==> src/ge3s_pkg.sv <==
// ----------------------------------------------------------------------------
// ge3s_pkg
// shared sizes, register codes, types and min helpers for the 3x3 erosion
// ----------------------------------------------------------------------------
package ge3s_pkg;

    localparam int MAX_WIDTH   = 2048;
    localparam int MAX_HEIGHT  = 2048;
    localparam int LANES       = 4;
    localparam int PIX_W       = 8;
    localparam int DATA_W      = LANES * PIX_W;
    localparam int MAX_WORDS   = MAX_WIDTH / LANES;
    localparam int ROW_W       = $clog2(MAX_HEIGHT + 2);
    localparam int WORD_W      = $clog2(MAX_WORDS);

    localparam int ROWS_CFG_W  = 12;
    localparam int WORDS_CFG_W = 10;
    localparam int SHAPE_W     = 2;
    localparam int CFG_DATA_W  = 32;
    localparam int REG_IDX_W   = 2;
    localparam int PADDR_W     = REG_IDX_W + 2;

    localparam logic [REG_IDX_W-1:0] REG_FRAME_ROWS   = 2'd0;
    localparam logic [REG_IDX_W-1:0] REG_ROW_WORDS    = 2'd1;
    localparam logic [REG_IDX_W-1:0] REG_KERNEL_SHAPE = 2'd2;

    localparam logic [SHAPE_W-1:0] SHAPE_CROSS   = 2'd1;
    localparam logic [SHAPE_W-1:0] SHAPE_ELLIPSE = 2'd2;

    localparam logic OP_DRAIN = 1'b1;

    typedef logic [PIX_W-1:0] t_pix;

    // one window column: row above, centre row, row below
    typedef struct packed {
        t_pix top;
        t_pix mid;
        t_pix bot;
    } t_col;

    // per-item decode, worked out from the position counters at transfer time
    typedef struct packed {
        logic              live;       // row still inside the frame, pixels used
        logic              tail;       // row one past the frame, line buffers only
        logic              mid_mem;    // centre row comes from the middle line
        logic              above_mem;  // upper row comes from the upper line
        logic              wr_above;   // middle line moves up into the upper line
        logic              first_word; // word 0 of its row
        logic              emit;       // a result word leaves on this item
        logic              top_rep;    // result lies on the top row
        logic              bot_rep;    // result lies on the bottom row
        logic              fs;         // result is the first of the frame
        logic              fe;         // result is the last of the frame
        logic [WORD_W-1:0] addr;       // line buffer word address
    } t_item_ctl;

    typedef struct packed {
        logic              en;
        logic [WORD_W-1:0] addr;
        logic [DATA_W-1:0] data;
    } t_line_wr;

    function automatic t_pix min_pix(input t_pix a, input t_pix b);
        return (a < b) ? a : b;
    endfunction

    // minimum over one column, centre only or all three rows
    function automatic t_pix col_min(input t_col x, input logic full,
                                     input logic top_rep, input logic bot_rep);
        t_pix t;
        t_pix b;
        t_pix m;
        t = top_rep ? x.mid : x.top;
        b = bot_rep ? x.mid : x.bot;
        m = x.mid;
        if (full) begin
            m = min_pix(m, min_pix(t, b));
        end
        return m;
    endfunction

    // one output pixel from its left, centre and right columns
    function automatic t_pix erode_lane(input t_col l, input t_col c, input t_col r,
                                        input logic rect, input logic top_rep,
                                        input logic bot_rep);
        return min_pix(col_min(c, 1'b1, top_rep, bot_rep),
                       min_pix(col_min(l, rect, top_rep, bot_rep),
                               col_min(r, rect, top_rep, bot_rep)));
    endfunction

endpackage

==> src/ge3s_cfg.sv <==
// ----------------------------------------------------------------------------
// ge3s_cfg
// register file behind the apb port, with clamped frame sizes
// ----------------------------------------------------------------------------
module ge3s_cfg (
    input  logic                                i_clk,
    input  logic                                i_rst_n,
    input  logic                                psel,
    input  logic                                penable,
    input  logic                                pwrite,
    input  logic [ge3s_pkg::PADDR_W-1:0]        paddr,
    input  logic [ge3s_pkg::CFG_DATA_W-1:0]     pwdata,
    output logic [ge3s_pkg::CFG_DATA_W-1:0]     prdata,
    output logic [ge3s_pkg::ROW_W-1:0]          o_rows,
    output logic [ge3s_pkg::WORDS_CFG_W-1:0]    o_words,
    output logic                                o_rect,
    output logic                                o_clear
);

    logic [ge3s_pkg::ROWS_CFG_W-1:0]  r_frame_rows;
    logic [ge3s_pkg::WORDS_CFG_W-1:0] r_row_words;
    logic [ge3s_pkg::SHAPE_W-1:0]     r_kernel_shape;
    logic [ge3s_pkg::REG_IDX_W-1:0]   idx;
    logic                             wr;

    assign idx = paddr[ge3s_pkg::PADDR_W-1:2];
    assign wr  = psel && penable && pwrite;

    always_ff @(posedge i_clk) begin
        if (!i_rst_n) begin
            r_frame_rows   <= ge3s_pkg::ROWS_CFG_W'(1);
            r_row_words    <= ge3s_pkg::WORDS_CFG_W'(1);
            r_kernel_shape <= '0;
        end else if (wr) begin
            case (idx)
                ge3s_pkg::REG_FRAME_ROWS: begin
                    r_frame_rows <= pwdata[ge3s_pkg::ROWS_CFG_W-1:0];
                end
                ge3s_pkg::REG_ROW_WORDS: begin
                    r_row_words <= pwdata[ge3s_pkg::WORDS_CFG_W-1:0];
                end
                ge3s_pkg::REG_KERNEL_SHAPE: begin
                    r_kernel_shape <= pwdata[ge3s_pkg::SHAPE_W-1:0];
                end
                default: ;
            endcase
        end
    end

    // any write to a known register drops the frame in progress
    always_comb begin
        o_clear = 1'b0;
        prdata  = '0;
        case (idx)
            ge3s_pkg::REG_FRAME_ROWS: begin
                o_clear = wr;
                prdata  = ge3s_pkg::CFG_DATA_W'(r_frame_rows);
            end
            ge3s_pkg::REG_ROW_WORDS: begin
                o_clear = wr;
                prdata  = ge3s_pkg::CFG_DATA_W'(r_row_words);
            end
            ge3s_pkg::REG_KERNEL_SHAPE: begin
                o_clear = wr;
                prdata  = ge3s_pkg::CFG_DATA_W'(r_kernel_shape);
            end
            default: ;
        endcase
    end

    always_comb begin
        if (r_frame_rows == '0) begin
            o_rows = ge3s_pkg::ROW_W'(1);
        end else if (r_frame_rows > ge3s_pkg::ROWS_CFG_W'(ge3s_pkg::MAX_HEIGHT)) begin
            o_rows = ge3s_pkg::ROW_W'(ge3s_pkg::MAX_HEIGHT);
        end else begin
            o_rows = ge3s_pkg::ROW_W'(r_frame_rows);
        end
    end

    always_comb begin
        if (r_row_words == '0) begin
            o_words = ge3s_pkg::WORDS_CFG_W'(1);
        end else if (r_row_words > ge3s_pkg::WORDS_CFG_W'(ge3s_pkg::MAX_WORDS)) begin
            o_words = ge3s_pkg::WORDS_CFG_W'(ge3s_pkg::MAX_WORDS);
        end else begin
            o_words = r_row_words;
        end
    end

    // unknown shape code behaves as the full square
    assign o_rect = !(r_kernel_shape == ge3s_pkg::SHAPE_CROSS ||
                      r_kernel_shape == ge3s_pkg::SHAPE_ELLIPSE);

endmodule

==> config.mk <==
export PLATFORM = sky130hd
export DESIGN_NAME = ge3s_cfg
export DESIGN_NICKNAME = d
export VERILOG_FILES = /design/src/ge3s_pkg.sv /design/src/ge3s_cfg.sv
export SDC_FILE = /design/constraint.sdc
export NUM_CORES = 1
export LEC_CHECK = 0
export BUFFER_PORTS_ARGS = -buffer_cell sky130_fd_sc_hd__buf_2
export CAP_MARGIN = 10
export CORE_ASPECT_RATIO = 1.75
export CORE_UTILIZATION = 42
export DETAILED_ROUTE_END_ITERATION = 7
export HOLD_SLACK_MARGIN = 0.1
export PLACE_DENSITY = 0.8
export SYNTH_ARGS = -nofsm -noshare
export SYNTH_HDL_FRONTEND = slang
export SYNTH_SLANG_ARGS = --single-unit
==> constraint.sdc <==
create_clock -name i_clk -period 1.57 [get_ports i_clk]
set_input_delay 0.314 -clock i_clk [delete_from_list [all_inputs] [get_ports i_clk]]
set_output_delay 0.314 -clock i_clk [all_outputs]
set_load 0.01 [all_outputs]
## Word level (Yosys, flattened, before mapping)

Cells that the tools add are included.
W data, S select, Z words.

- Flip-flop bits (word level): 24
- Input bits: 41
- Output and inout port bits: 56

- Magnitude comparators: 2
- Equal/unequal tests: 4
- Multiplexer cells: 6
- Reduce and logical (&&, ||, !) cells: 11

Operators by type and width:

| operator | number |
|---|---|
| $pmux W12 S3 | 1 |
| $mux W12 | 2 |
| $mux W10 | 2 |
| $gt A12 B12 Y1 const B | 1 |
| $logic_not A12 Y1 | 1 |
| $gt A10 B10 Y1 const B | 1 |
| $logic_not A10 Y1 | 1 |
| $reduce_and A2 Y1 | 3 |
| $eq A2 B1 Y1 const B | 2 |
| $eq A2 B2 Y1 const B | 2 |
| $reduce_or A3 Y1 | 1 |
| $logic_and A1 B1 Y1 | 2 |
| $logic_not A2 Y1 | 1 |
| $logic_not A1 Y1 | 1 |
| $logic_or A1 B1 Y1 | 1 |
| $mux W1 | 1 |

## Logic depth before layout (Yosys ltp)

Gate-level depths: netlist (run 1).

- Depth in word-level cells: 3
- Mapped depth: 5
- Depth with buffers taken out: 3

## Worst setup path after synthesis (run 1)

OpenSTA, ideal clock, no wires.

- Path type: input to register
- Start point: input port paddr[2] (netlist name)
- End point: register r_frame_rows[10] (netlist name)
- Library setup time: 0.120 ns
- Arrival: 1.143 ns
- Setup slack: 0.308 ns
- Stages on the path: 5
- Buffers on the path: 3
- Cells stage by stage: buf_6 -> or3_1 -> buf_2 -> buf_6 -> mux2i_1

- Longest elaborated chain between the ends: 2

Ends and longest elaborated chain:

| what | RTL line | source |
|---|---|---|
| from (decl) | ge3s_cfg.sv:11 | `input logic [ge3s_pkg::PADDR_W-1:0] paddr,` |
| $logic_not A2 Y1 | ge3s_cfg.sv:35 | `case (idx)` |
| $reduce_and A2 Y1 (no source line) | -- |  |
| to (signal assigned) | ge3s_cfg.sv:31 | `r_frame_rows <= ge3s_pkg::ROWS_CFG_W'(1);` |
| to (signal assigned) | ge3s_cfg.sv:37 | `r_frame_rows <= pwdata[ge3s_pkg::ROWS_CFG_W-1:0];` |
| to (decl) | ge3s_cfg.sv:20 | `logic [ge3s_pkg::ROWS_CFG_W-1:0] r_frame_rows;` |

Every way passes these cells.
A chain may end at the register's enable or synchronous reset.

## Final worst setup path (run 1)

- Start point: register r_row_words[8] (netlist name)
- End point: output port o_words[0] (netlist name)

- Longest elaborated chain between the ends: 3
- Elaborated cells between the ends (all ways): 4

Ends and longest elaborated chain:

| what | RTL line | source |
|---|---|---|
| from (decl) | ge3s_cfg.sv:21 | `logic [ge3s_pkg::WORDS_CFG_W-1:0] r_row_words;` |
| from (signal assigned) | ge3s_cfg.sv:32 | `r_row_words <= ge3s_pkg::WORDS_CFG_W'(1);` |
| from (signal assigned) | ge3s_cfg.sv:40 | `r_row_words <= pwdata[ge3s_pkg::WORDS_CFG_W-1:0];` |
| $gt A10 B10 Y1 | ge3s_cfg.sv:84 | `end else if (r_row_words > ge3s_pkg::WORDS_CFG_W'(ge3s_pkg::MAX_WORDS)) begin` |
| $mux W10 | ge3s_cfg.sv:84 |  |
| $mux W10 (*) | ge3s_cfg.sv:82 | `if (r_row_words == '0) begin` |
| to (decl) | ge3s_cfg.sv:15 | `output logic [ge3s_pkg::WORDS_CFG_W-1:0] o_words,` |

Every way passes the cells marked *; elsewhere a longest branch is shown, timed or not.

==> flow_summary.html, run 1 <==
<table>
<tr><th>Metric</th><th>Value</th></tr>
<tr><th colspan="2">Critical path</th></tr>
<tr><td>Highest cell delay on the worst timing path</td><td>0.36 ns</td></tr>
<tr><td>Critical path class</td><td>register to output port</td></tr>
<tr><td>Critical path cell sequence</td><td>nor4_4 -&gt; a21oi_1 -&gt; nor2_1 -&gt; buf_2</td></tr>
<tr><td>Required time reported for the critical path endpoint</td><td>1.26 ns</td></tr>
<tr><td>Critical Path Source</td><td>r_row_words[8]$_SDFFE_PN0P_</td></tr>
<tr><td>Critical path arrival</td><td>1.31 ns</td></tr>
<tr><td>Endpoint type of the worst setup path</td><td>output port</td></tr>
<tr><td>Worst setup endpoint</td><td>o_words[0]</td></tr>
<tr><td>Cell at the slowest stage of the critical path</td><td>sky130_fd_sc_hd__dfxtp_4</td></tr>
<tr><td>Worst-path maximum fanout</td><td>2</td></tr>
<tr><td>Setup slack on the worst flop-to-flop path</td><td>0.79 ns</td></tr>
<tr><td>Critical Path Start Type</td><td>register</td></tr>
<tr><td>Reg-to-Reg Start</td><td>r_frame_rows[11]$_SDFFE_PN0P_</td></tr>
<tr><td>Endpoint of the worst-slack reg-to-reg timing path</td><td>r_frame_rows[11]$_SDFFE_PN0P_</td></tr>
<tr><td>Worst Reg2Reg Path Length in Cells</td><td>2</td></tr>
<tr><th colspan="2">Clocking</th></tr>
<tr><td>Insertion delay of the later-clocked pin in the worst-skew pair</td><td>~0.26 ns</td></tr>
<tr><td>Number of buffers added by the clock tree synthesis step</td><td>3</td></tr>
<tr><td>H-tree depth</td><td>1</td></tr>
<tr><td>Count of hold-fix buffers inserted at cts</td><td>0</td></tr>
<tr><td>CTS tree</td><td>yes</td></tr>
<tr><td>Clock slew at reported path FFs</td><td>0.09 ns</td></tr>
<tr><td>Number of clock sinks</td><td>24</td></tr>
<tr><td>Clock tree root driver cell</td><td>sky130_fd_sc_hd__clkbuf_8</td></tr>
<tr><td>Maximum clock path buffer count</td><td>2</td></tr>
<tr><th colspan="2">Yosys</th></tr>
<tr><td>Post-synthesis mux area share</td><td>23.3%</td></tr>
<tr><td>Dominant cells by area after synthesis</td><td>sky130_fd_sc_hd__dfxtp_1 (33%), sky130_fd_sc_hd__mux2i_1 (23%), sky130_fd_sc_hd__buf_4 (10%), sky130_fd_sc_hd__nor2b_1 (9.4%), sky130_fd_sc_hd__nand2_1 (9.2%)</td></tr>
<tr><td>Largest area contributor in the synthesized netlist</td><td>sky130_fd_sc_hd__dfxtp_1</td></tr>
<tr><td>Most repeated cell in the gate-level netlist after synthesis</td><td>sky130_fd_sc_hd__nand2_1</td></tr>
<tr><td>Simple-gate area share of the yosys netlist</td><td>between 20% and 30%</td></tr>
<tr><td>Fraction of synthesized cell area in xor and xnor cells</td><td>0.599%</td></tr>
<tr><td>Main combinational cell family by area after synthesis</td><td>simple AND/OR/NAND/NOR gates</td></tr>
<tr><td>Synth Area in Adders</td><td>0%</td></tr>
<tr><td>Count of flip-flops with a built-in enable after synthesis</td><td>0</td></tr>
<tr><td>Number of warning messages in the yosys log</td><td>0</td></tr>
<tr><td>Top post-synthesis cells by count</td><td>sky130_fd_sc_hd__nand2_1 (36), sky130_fd_sc_hd__mux2i_1 (34), sky130_fd_sc_hd__dfxtp_1 (24), sky130_fd_sc_hd__nor2b_1 (22), sky130_fd_sc_hd__buf_4 (20)</td></tr>
<tr><td>Sequential cell area fraction in the yosys report</td><td>between 30% and 40%</td></tr>
<tr><td>Flop and latch count out of synthesis</td><td>24</td></tr>
<tr><td>Ys flop type</td><td>sky130_fd_sc_hd__dfxtp_1</td></tr>
<tr><td>Number of distinct library cells after synthesis</td><td>19</td></tr>
<tr><td>Post-synth ARST share</td><td>0%</td></tr>
<tr><td>Synthesized instance count</td><td>179</td></tr>
<tr><td>Netlist Area Pre-Place</td><td>roughly 1500 µm²</td></tr>
<tr><td>Share of Yosys cell area claimed by the top area cell type</td><td>32.8%</td></tr>
<tr><td>Synthesized area per cell</td><td>between 8 and 9 µm²</td></tr>
<tr><td>Synthesized-area fraction occupied by ao, oa, aoi and oai cells</td><td>roughly 1.8%</td></tr>
<tr><th colspan="2">Status</th></tr>
<tr><td>Status</td><td>complete, but fails checks</td></tr>
<tr><td>Violations in the final reports</td><td>setup timing</td></tr>
<tr><th colspan="2">Timing</th></tr>
<tr><td>Share of the cycle needed by the critical path after routing</td><td>104%</td></tr>
<tr><td>Achievable clock frequency</td><td>roughly 600 MHz</td></tr>
<tr><td>Hold Violations, Final</td><td>0</td></tr>
<tr><td>RSZ-0062 raised after global routing</td><td>true</td></tr>
<tr><td>Post-Route Skew</td><td>0 ns</td></tr>
<tr><td>Worst hold margin</td><td>0.282 ns</td></tr>
<tr><td>Final critical-path setup slack</td><td>-0.0579 ns</td></tr>
<tr><td>Total Neg Setup Slack</td><td>-0.0776 ns</td></tr>
<tr><td>Setup-violating endpoint count in the final report</td><td>2</td></tr>
<tr><td>Max-slew violation count</td><td>0</td></tr>
<tr><td>Final critical delay including setup and external delays</td><td>1.63 ns</td></tr>
<tr><th colspan="2">Layout</th></tr>
<tr><td>Utilization of the core after routing</td><td>a little under three fifths</td></tr>
<tr><td>Layout cell share with drive strength beyond 1</td><td>a little over a third</td></tr>
<tr><td>Final instance area</td><td>1870 µm²</td></tr>
<tr><td>Number of antenna repair diodes</td><td>0</td></tr>
<tr><td>Non-filler cells in the finished layout</td><td>~280</td></tr>
<tr><td>Post-layout nets</td><td>around 270</td></tr>
<tr><td>Syn-to-layout area delta</td><td>27.7%</td></tr>
<tr><th colspan="2">Routing</th></tr>
<tr><td>Number of nets with antenna violations after detailed routing</td><td>0</td></tr>
<tr><td>Post-Route WL</td><td>between 3 and 4 mm</td></tr>
<tr><td>Total vias in the final route</td><td>1318</td></tr>
<tr><td>Initial drt markers</td><td>11</td></tr>
<tr><td>DR WL/cell</td><td>about 13 µm</td></tr>
<tr><td>Detailed-route vias per instance</td><td>4.79</td></tr>
<tr><td>DR pass1 iterations</td><td>5</td></tr>
<tr><td>Drc violations</td><td>0</td></tr>
<tr><th colspan="2">Die</th></tr>
<tr><td>Core region area</td><td>3360 µm²</td></tr>
<tr><td>Die height</td><td>80.1 µm</td></tr>
<tr><td>Area enclosed by the die boundary</td><td>3730 µm²</td></tr>
<tr><td>Number of cell rows</td><td>28</td></tr>
<tr><td>X dimension of the die</td><td>roughly 47 µm</td></tr>
<tr><td>Initial Utilization</td><td>43.5%</td></tr>
<tr><td>Number of top-level pins</td><td>97</td></tr>
<tr><th colspan="2">Place</th></tr>
<tr><td>Total cell area at the placement stage</td><td>between 1500 and 2000 µm²</td></tr>
<tr><td>Final weighted congestion of routability-driven global placement</td><td>0.747</td></tr>
<tr><td>Pre-CTS setup slack</td><td>approximately 0.14 ns</td></tr>
<tr><td>HPWL reported at the end of detailed placement</td><td>2.45 mm</td></tr>
<tr><td>Inst Count DP</td><td>269</td></tr>
<tr><td>Count of input and output buffers</td><td>54</td></tr>
<tr><th colspan="2">GRT</th></tr>
<tr><td>Number of antenna violations at the first check in global routing</td><td>0</td></tr>
<tr><td>Vias in the first global route</td><td>between 1000 and 1500</td></tr>
<tr><td>Total congestion overflow</td><td>0</td></tr>
<tr><td>Global routing usage summed across all routing layers</td><td>19.4%</td></tr>
<tr><td>First-pass GRT wire length</td><td>around 5.3 mm</td></tr>
<tr><td>Pin count of the biggest net entering global routing</td><td>17</td></tr>
<tr><th colspan="2">Power</th></tr>
<tr><td>Power density of the placed cells</td><td>708 nW/µm²</td></tr>
<tr><td>VDD IR-drop max</td><td>505 µV</td></tr>
<tr><td>Static Leakage</td><td>0.993 nW</td></tr>
<tr><td>Total power of the final layout</td><td>1.32 mW</td></tr>
<tr><th colspan="2">Hold path</th></tr>
<tr><td>Type of the most critical hold path</td><td>input pin to register</td></tr>
<tr><td>Number of cells on the worst hold path</td><td>3</td></tr>
<tr><th colspan="2">Job</th></tr>
<tr><td>Max Cap Violations</td><td>0</td></tr>
</table>
-- critical path, delay by kind of cell, from the launching register on --
| family | cells | cell delay, ns |
|---|---|---|
| simple gates | 2 | 0.43 |
| flops | 1 | 0.36 |
| buf+inv | 1 | 0.14 |
| compound gates | 1 | 0.11 |
-- power breakdown --
group	internal [mW]	switching (mW)	leakage (nW)
combinational	0.0645	0.0926	0.758
clock	0.341	0.200	0.0357
sequential	0.612	0.0123	0.200
-- layer usage --
| metal | track usage, % | vias to the layer above | wire length, µm |
|---|---|---|---|
| met1 | 23.3 | 610 | 1430 |
| met5 | 0 | - | 0 |
| met4 | 7.43 | 0 | 53 |
| met2 | 33.2 | 61 | 1840 |
| li1 | - | 643 | - |
| met3 | 2.92 | 4 | 173 |
-- state kept, by name, indices dropped and copies added, names as in the netlist --
name / cells
r_frame_rows: 12
r_kernel_shape: 2
r_row_words: 10
-- cells by family (layout without fill, tap and decap cells) --
group           Yosys count  count (layout)
mux                      34              34
buf+inv                  34              66
xor+xnor                  1               1
compound gates            5               5
other cells               1              20
flops                    24              24
simple gates             80              80
-- final cells by class --
type	instances	area [µm²]
fillers	340	1500
multi-input cells	140	897
flip-flops and latches	24	500
repair buffers	62	343
well taps	45	56.3
clock buffers	3	41.3
clock inverters	1	30.0
-- how the worst min path moves through the flow --
stage | start | end | slack [ns]
floorplan | pwdata[10] | r_frame_rows[10]$_SDFFE_PN0P_ | 0.45
global placement | r_row_words[6]$_SDFFE_PN0P_ | r_row_words[6]$_SDFFE_PN0P_ | 0.47
detailed placement | r_row_words[6]$_SDFFE_PN0P_ | r_row_words[6]$_SDFFE_PN0P_ | 0.48
CTS | pwdata[10] | r_frame_rows[10]$_SDFFE_PN0P_ | 0.29
global route | pwdata[10] | r_frame_rows[10]$_SDFFE_PN0P_ | 0.29
finish | pwdata[10] | r_frame_rows[10]$_SDFFE_PN0P_ | 0.28
-- timing repair --
action                     CTS  global route
gates resized for setup      7            14
buffers inserted             0             2
setup endpoints to repair    3             4
cloned                       0             0
pin swaps                    3             6
-- placed cells by master (no fill, tap or decap) --
cell type,netlist,routed
sky130_fd_sc_hd__clkbuf_8,0,3
sky130_fd_sc_hd__dfxtp_1,24,14
sky130_fd_sc_hd__nor2_1,12,12
sky130_fd_sc_hd__xnor2_1,1,1
sky130_fd_sc_hd__a31oi_1,1,1
sky130_fd_sc_hd__dfxtp_2,0,7
sky130_fd_sc_hd__nor2b_1,22,22
sky130_fd_sc_hd__nor3b_2,0,1
sky130_fd_sc_hd__buf_12,0,1
sky130_fd_sc_hd__bufinv_16,0,1
sky130_fd_sc_hd__nand2_1,36,36
sky130_fd_sc_hd__nor3b_1,2,1
sky130_fd_sc_hd__buf_4,20,7
sky130_fd_sc_hd__or3_1,1,1
sky130_fd_sc_hd__nor4_4,0,4
sky130_fd_sc_hd__buf_2,3,54
sky130_fd_sc_hd__nand3_1,1,1
sky130_fd_sc_hd__a21oi_1,2,2
sky130_fd_sc_hd__and2_1,2,2
sky130_fd_sc_hd__o21ai_0,2,2
sky130_fd_sc_hd__mux2i_1,34,34
sky130_fd_sc_hd__conb_1,1,20
sky130_fd_sc_hd__dfxtp_4,0,3
Note: power is estimated with default switching activity, not from simulation.
==> run 2: changes to the inputs <==
==> config.mk (replaced) <==
export PLATFORM = sky130hd
export DESIGN_NAME = ge3s_cfg
export DESIGN_NICKNAME = d
export VERILOG_FILES = /design/src/ge3s_pkg.sv /design/src/ge3s_cfg.sv
export SDC_FILE = /design/constraint.sdc
export NUM_CORES = 1
export LEC_CHECK = 0
export ABC_AREA = 1
export CAP_MARGIN = 10
export CORE_ASPECT_RATIO = 1.75
export CORE_UTILIZATION = 62
export DETAILED_ROUTE_END_ITERATION = 7
export DONT_BUFFER_PORTS = 1
export HOLD_SLACK_MARGIN = 0.1
export PLACE_DENSITY = 0.78
export SYNTH_ARGS = -nofsm -noshare
export SYNTH_HDL_FRONTEND = slang
export SYNTH_SLANG_ARGS = --single-unit
==> constraint.sdc (replaced) <==
create_clock -name i_clk -period 1.85 [get_ports i_clk]
set_input_delay 0.37 -clock i_clk [delete_from_list [all_inputs] [get_ports i_clk]]
set_output_delay 0.37 -clock i_clk [all_outputs]
set_load 0.01 [all_outputs]
==> run 2 against run 1 <==
- via count shrank 4.9%
- sequential cell count unchanged
- first-iteration DRC count grew 45%
- final cell count shrank 12%
- critical path depth increased by 3
- the run now ends clean
- synthesized area decreased by 1.8%
- sequential share of layout area is 6.8 points higher
==> flow_summary.html, run 2 <==
<table>
<tr><th>Metric</th><th>Value</th></tr>
<tr><th colspan="2">Status</th></tr>
<tr><td>Status</td><td>finished, final reports clean</td></tr>
<tr><th colspan="2">GRT</th></tr>
<tr><td>Global routing usage summed across all routing layers</td><td>24.2%</td></tr>
<tr><td>Pin count of the biggest net entering global routing</td><td>25</td></tr>
<tr><td>Number of antenna violations at the first check in global routing</td><td>0</td></tr>
<tr><td>First-pass GRT wire length</td><td>4.43 mm</td></tr>
<tr><td>Vias in the first global route</td><td>around 1100</td></tr>
<tr><td>Total congestion overflow</td><td>0</td></tr>
<tr><th colspan="2">Critical path</th></tr>
<tr><td>Worst setup endpoint</td><td>o_rows[0]</td></tr>
<tr><td>Critical Path Source</td><td>r_frame_rows[8]$_SDFFE_PN0P_</td></tr>
<tr><td>Critical path arrival</td><td>roughly 1.4 ns</td></tr>
<tr><td>Required time reported for the critical path endpoint</td><td>1.48 ns</td></tr>
<tr><td>Reg-to-Reg Start</td><td>r_frame_rows[11]$_SDFFE_PN0P_</td></tr>
<tr><td>Endpoint type of the worst setup path</td><td>output port</td></tr>
<tr><td>Endpoint of the worst-slack reg-to-reg timing path</td><td>r_frame_rows[11]$_SDFFE_PN0P_</td></tr>
<tr><td>Setup slack on the worst flop-to-flop path</td><td>0.94 ns</td></tr>
<tr><td>Worst Reg2Reg Path Length in Cells</td><td>3</td></tr>
<tr><td>Critical path class</td><td>register to output port</td></tr>
<tr><td>Worst-path maximum fanout</td><td>9</td></tr>
<tr><td>Critical Path Start Type</td><td>register</td></tr>
<tr><th colspan="2">Timing</th></tr>
<tr><td>Setup-violating endpoint count in the final report</td><td>0</td></tr>
<tr><td>Max-slew violation count</td><td>0</td></tr>
<tr><td>Share of the cycle needed by the critical path after routing</td><td>a little over nine tenths</td></tr>
<tr><td>Post-Route Skew</td><td>0 ns</td></tr>
<tr><td>Hold Violations, Final</td><td>0</td></tr>
<tr><td>Achievable clock frequency</td><td>roughly 570 MHz</td></tr>
<tr><td>Final critical-path setup slack</td><td>0.0965 ns</td></tr>
<tr><td>Final critical delay including setup and external delays</td><td>between 1.5 and 2 ns</td></tr>
<tr><th colspan="2">Die</th></tr>
<tr><td>Core region area</td><td>2150 µm²</td></tr>
<tr><td>Initial Utilization</td><td>66.9%</td></tr>
<tr><td>Area enclosed by the die boundary</td><td>2520 µm²</td></tr>
<tr><td>Number of cell rows</td><td>22</td></tr>
<tr><td>X dimension of the die</td><td>between 30 and 40 µm</td></tr>
<tr><td>Die height</td><td>65.7 µm</td></tr>
<tr><td>Number of top-level pins</td><td>97</td></tr>
<tr><th colspan="2">Clocking</th></tr>
<tr><td>H-tree depth</td><td>1</td></tr>
<tr><td>Insertion delay of the later-clocked pin in the worst-skew pair</td><td>0.31 ns</td></tr>
<tr><td># Post-CTS Setup Buffers</td><td>0</td></tr>
<tr><td>Clock slew at reported path FFs</td><td>0.13 ns</td></tr>
<tr><td>Number of buffers added by the clock tree synthesis step</td><td>3</td></tr>
<tr><td>Clock tree root driver cell</td><td>sky130_fd_sc_hd__clkbuf_4</td></tr>
<tr><td>Maximum clock path buffer count</td><td>2</td></tr>
<tr><td>Number of clock sinks</td><td>24</td></tr>
<tr><td>CTS tree</td><td>yes</td></tr>
<tr><td>Count of hold-fix buffers inserted at cts</td><td>0</td></tr>
<tr><th colspan="2">Routing</th></tr>
<tr><td>DR WL/cell</td><td>12.3 µm</td></tr>
<tr><td>DR pass1 iterations</td><td>4</td></tr>
<tr><td>Detailed-route vias per instance</td><td>5.18</td></tr>
<tr><td>Drc violations</td><td>0</td></tr>
<tr><td>Total vias in the final route</td><td>1253</td></tr>
<tr><td>Number of nets with antenna violations after detailed routing</td><td>0</td></tr>
<tr><td>Initial drt markers</td><td>16</td></tr>
<tr><td>Post-Route WL</td><td>approximately 3 mm</td></tr>
<tr><th colspan="2">Layout</th></tr>
<tr><td>Most common cell after layout, fill and taps aside</td><td>sky130_fd_sc_hd__nor2_1</td></tr>
<tr><td>Layout cell share with drive strength beyond 1</td><td>11.9%</td></tr>
<tr><td>Number of flip-flops in the largest register</td><td>12</td></tr>
<tr><td>Post-layout nets</td><td>260</td></tr>
<tr><td>Most frequent cells in the layout</td><td>sky130_fd_sc_hd__nor2_1 (66), sky130_fd_sc_hd__inv_1 (25), sky130_fd_sc_hd__dfxtp_1 (24), sky130_fd_sc_hd__o21ai_0 (20), sky130_fd_sc_hd__conb_1 (20)</td></tr>
<tr><td>Non-filler cells in the finished layout</td><td>242</td></tr>
<tr><td>Number of antenna repair diodes</td><td>0</td></tr>
<tr><td>Register name with the most flops</td><td>r_frame_rows</td></tr>
<tr><td>Syn-to-layout area delta</td><td>-0.523%</td></tr>
<tr><td>Utilization of the core after routing</td><td>66.6%</td></tr>
<tr><td>Final instance area</td><td>1430 µm²</td></tr>
<tr><td>Registers with the most flip-flops</td><td>r_frame_rows: 12 flops, r_row_words: 10 flops, r_kernel_shape: 2 flops</td></tr>
<tr><th colspan="2">Hold path</th></tr>
<tr><td>Type of the most critical hold path</td><td>input pin to register</td></tr>
<tr><th colspan="2">Place</th></tr>
<tr><td>Total cell area at the placement stage</td><td>1350 µm²</td></tr>
<tr><td>Final weighted congestion of routability-driven global placement</td><td>0.808</td></tr>
<tr><td>HPWL reported at the end of detailed placement</td><td>2.35 mm</td></tr>
<tr><td>Count of input and output buffers</td><td>0</td></tr>
<tr><td>Inst Count DP</td><td>238</td></tr>
<tr><td>Pre-CTS setup slack</td><td>just under 0.3 ns</td></tr>
<tr><th colspan="2">Power</th></tr>
<tr><td>Total power of the final layout</td><td>around 0.9 mW</td></tr>
<tr><td>Static Leakage</td><td>0.620 nW</td></tr>
<tr><td>VDD IR-drop max</td><td>623 µV</td></tr>
<tr><td>Power density of the placed cells</td><td>approximately 640 nW/µm²</td></tr>
<tr><th colspan="2">Yosys</th></tr>
<tr><td>Number of distinct library cells after synthesis</td><td>24</td></tr>
<tr><td>Synthesized area per cell</td><td>6.47 µm²</td></tr>
<tr><td>Synthesized instance count</td><td>222</td></tr>
<tr><td>Number of warning messages in the yosys log</td><td>0</td></tr>
<tr><td>Most repeated cell in the gate-level netlist after synthesis</td><td>sky130_fd_sc_hd__nor2_1</td></tr>
<tr><td>Post-synthesis mux area share</td><td>0%</td></tr>
<tr><td>Sequential cell area fraction in the yosys report</td><td>33.4%</td></tr>
<tr><td>Count of flip-flops with a built-in enable after synthesis</td><td>0</td></tr>
<tr><td>Fraction of synthesized cell area in xor and xnor cells</td><td>less than 1%</td></tr>
<tr><td>Synth Area in Adders</td><td>0%</td></tr>
<tr><td>Netlist Area Pre-Place</td><td>1440 µm²</td></tr>
<tr><td>Post-synth ARST share</td><td>0%</td></tr>
<tr><td>Dominant cells by area after synthesis</td><td>sky130_fd_sc_hd__dfxtp_1 (33%), sky130_fd_sc_hd__nor2_1 (18%), sky130_fd_sc_hd__buf_4 (10%), sky130_fd_sc_hd__o21ai_0 (7.0%), sky130_fd_sc_hd__inv_1 (6.5%)</td></tr>
<tr><td>Synthesized-area fraction occupied by ao, oa, aoi and oai cells</td><td>17.1%</td></tr>
<tr><td>Ys flop type</td><td>sky130_fd_sc_hd__dfxtp_1</td></tr>
<tr><td>Flop and latch count out of synthesis</td><td>24</td></tr>
<tr><td>Largest area contributor in the synthesized netlist</td><td>sky130_fd_sc_hd__dfxtp_1</td></tr>
<tr><td>Top post-synthesis cells by count</td><td>sky130_fd_sc_hd__nor2_1 (68), sky130_fd_sc_hd__inv_1 (25), sky130_fd_sc_hd__dfxtp_1 (24), sky130_fd_sc_hd__buf_4 (20), sky130_fd_sc_hd__o21ai_0 (20)</td></tr>
<tr><td>Main combinational cell family by area after synthesis</td><td>simple AND/OR/NAND/NOR gates</td></tr>
<tr><td>Share of Yosys cell area claimed by the top area cell type</td><td>33.4%</td></tr>
<tr><td>Simple-gate area share of the yosys netlist</td><td>26.9%</td></tr>
<tr><th colspan="2">Job</th></tr>
<tr><td>Max Cap Violations</td><td>0</td></tr>
</table>
[run 2: changes by cell type after synthesis, sizes merged, moves of 4 or more]
cell | before | now
nor4 | 4 | 0
nor2 | 12 | 72
nor2b | 22 | 0
a21oi | 2 | 8
o21ai | 2 | 22
mux2i | 34 | 0
nand3 | 1 | 5
o22ai | 0 | 8
inv | 0 | 29
o211ai | 0 | 4
clkbuf | 9 | 5
nand2 | 36 | 15
[run 2: layout make-up]
class                   count  area, µm²
well taps                  24       30.0
fillers                   224        718
clock buffers               4       36.3
multi-input cells         159        758
inverters                  29        109
repair buffers              2       15.0
flip-flops and latches     24        480
[run 2: layer usage]
layer  global-route usage (%)  up-vias  wire, µm
met3                     5.07        4       196
li1                         -      650         -
met5                        0        -         0
met2                     42.8       54      1550
met1                     26.9      545      1190
met4                     9.48        0        36
[run 2: worst min path at each step]
stage	depth (start not counted)	endpoint	from	slack, ns
2_1_floorplan	2	r_row_words[6]$_SDFFE_PN0P_	r_row_words[6]$_SDFFE_PN0P_	0.46
3_3_place_gp	2	r_row_words[8]$_SDFFE_PN0P_	r_row_words[8]$_SDFFE_PN0P_	0.46
3_5_place_dp	2	r_row_words[8]$_SDFFE_PN0P_	r_row_words[8]$_SDFFE_PN0P_	0.47
4_1_cts	1	r_frame_rows[0]$_SDFFE_PN1P_	i_rst_n	0.15
5_1_grt	1	r_frame_rows[0]$_SDFFE_PN1P_	i_rst_n	0.13
6_report	1	r_frame_rows[0]$_SDFFE_PN1P_	i_rst_n	0.15
[run 2: cells by family after synthesis]
logic type	after synthesis
AOI/OAI and AO/OA	44
DFF	24
and+or+nand+nor	94
buffers and inverters	58
xor gates and xnor gates	1
other	1
[run 2: through the flow]
stage | hold WS [ns] | TNS, ns
3_5_place_dp | 0.473 | 0
4_1_cts | 0.151 | -0.00186
2_1_floorplan | 0.455 | 0
5_1_grt | 0.126 | -0.0182
3_3_place_gp | 0.462 | 0
6_report | 0.152 | 0
[run 2: where the power goes]
| part | switching (mW) | internal [mW] |
|---|---|---|
| sequential | 0.00884 | 0.528 |
| clock | 0.153 | 0.120 |
| combinational | 0.0809 | 0.0276 |
[run 2: critical path, stage by stage, from the launching register on]
cell                      delay [ns]
sky130_fd_sc_hd__dfxtp_1        0.35
sky130_fd_sc_hd__nor2_1         0.14
sky130_fd_sc_hd__nand2_1        0.08
sky130_fd_sc_hd__nor2_2         0.16
sky130_fd_sc_hd__nand2_4        0.13
sky130_fd_sc_hd__nand2_1        0.08
sky130_fd_sc_hd__nand2_1        0.05
sky130_fd_sc_hd__inv_1          0.09
[run 2: what timing repair did]
action                                 CTS  global route
gates resized for setup                  1            12
setup endpoints to repair                1            16
endpoints found under the hold margin    0             0
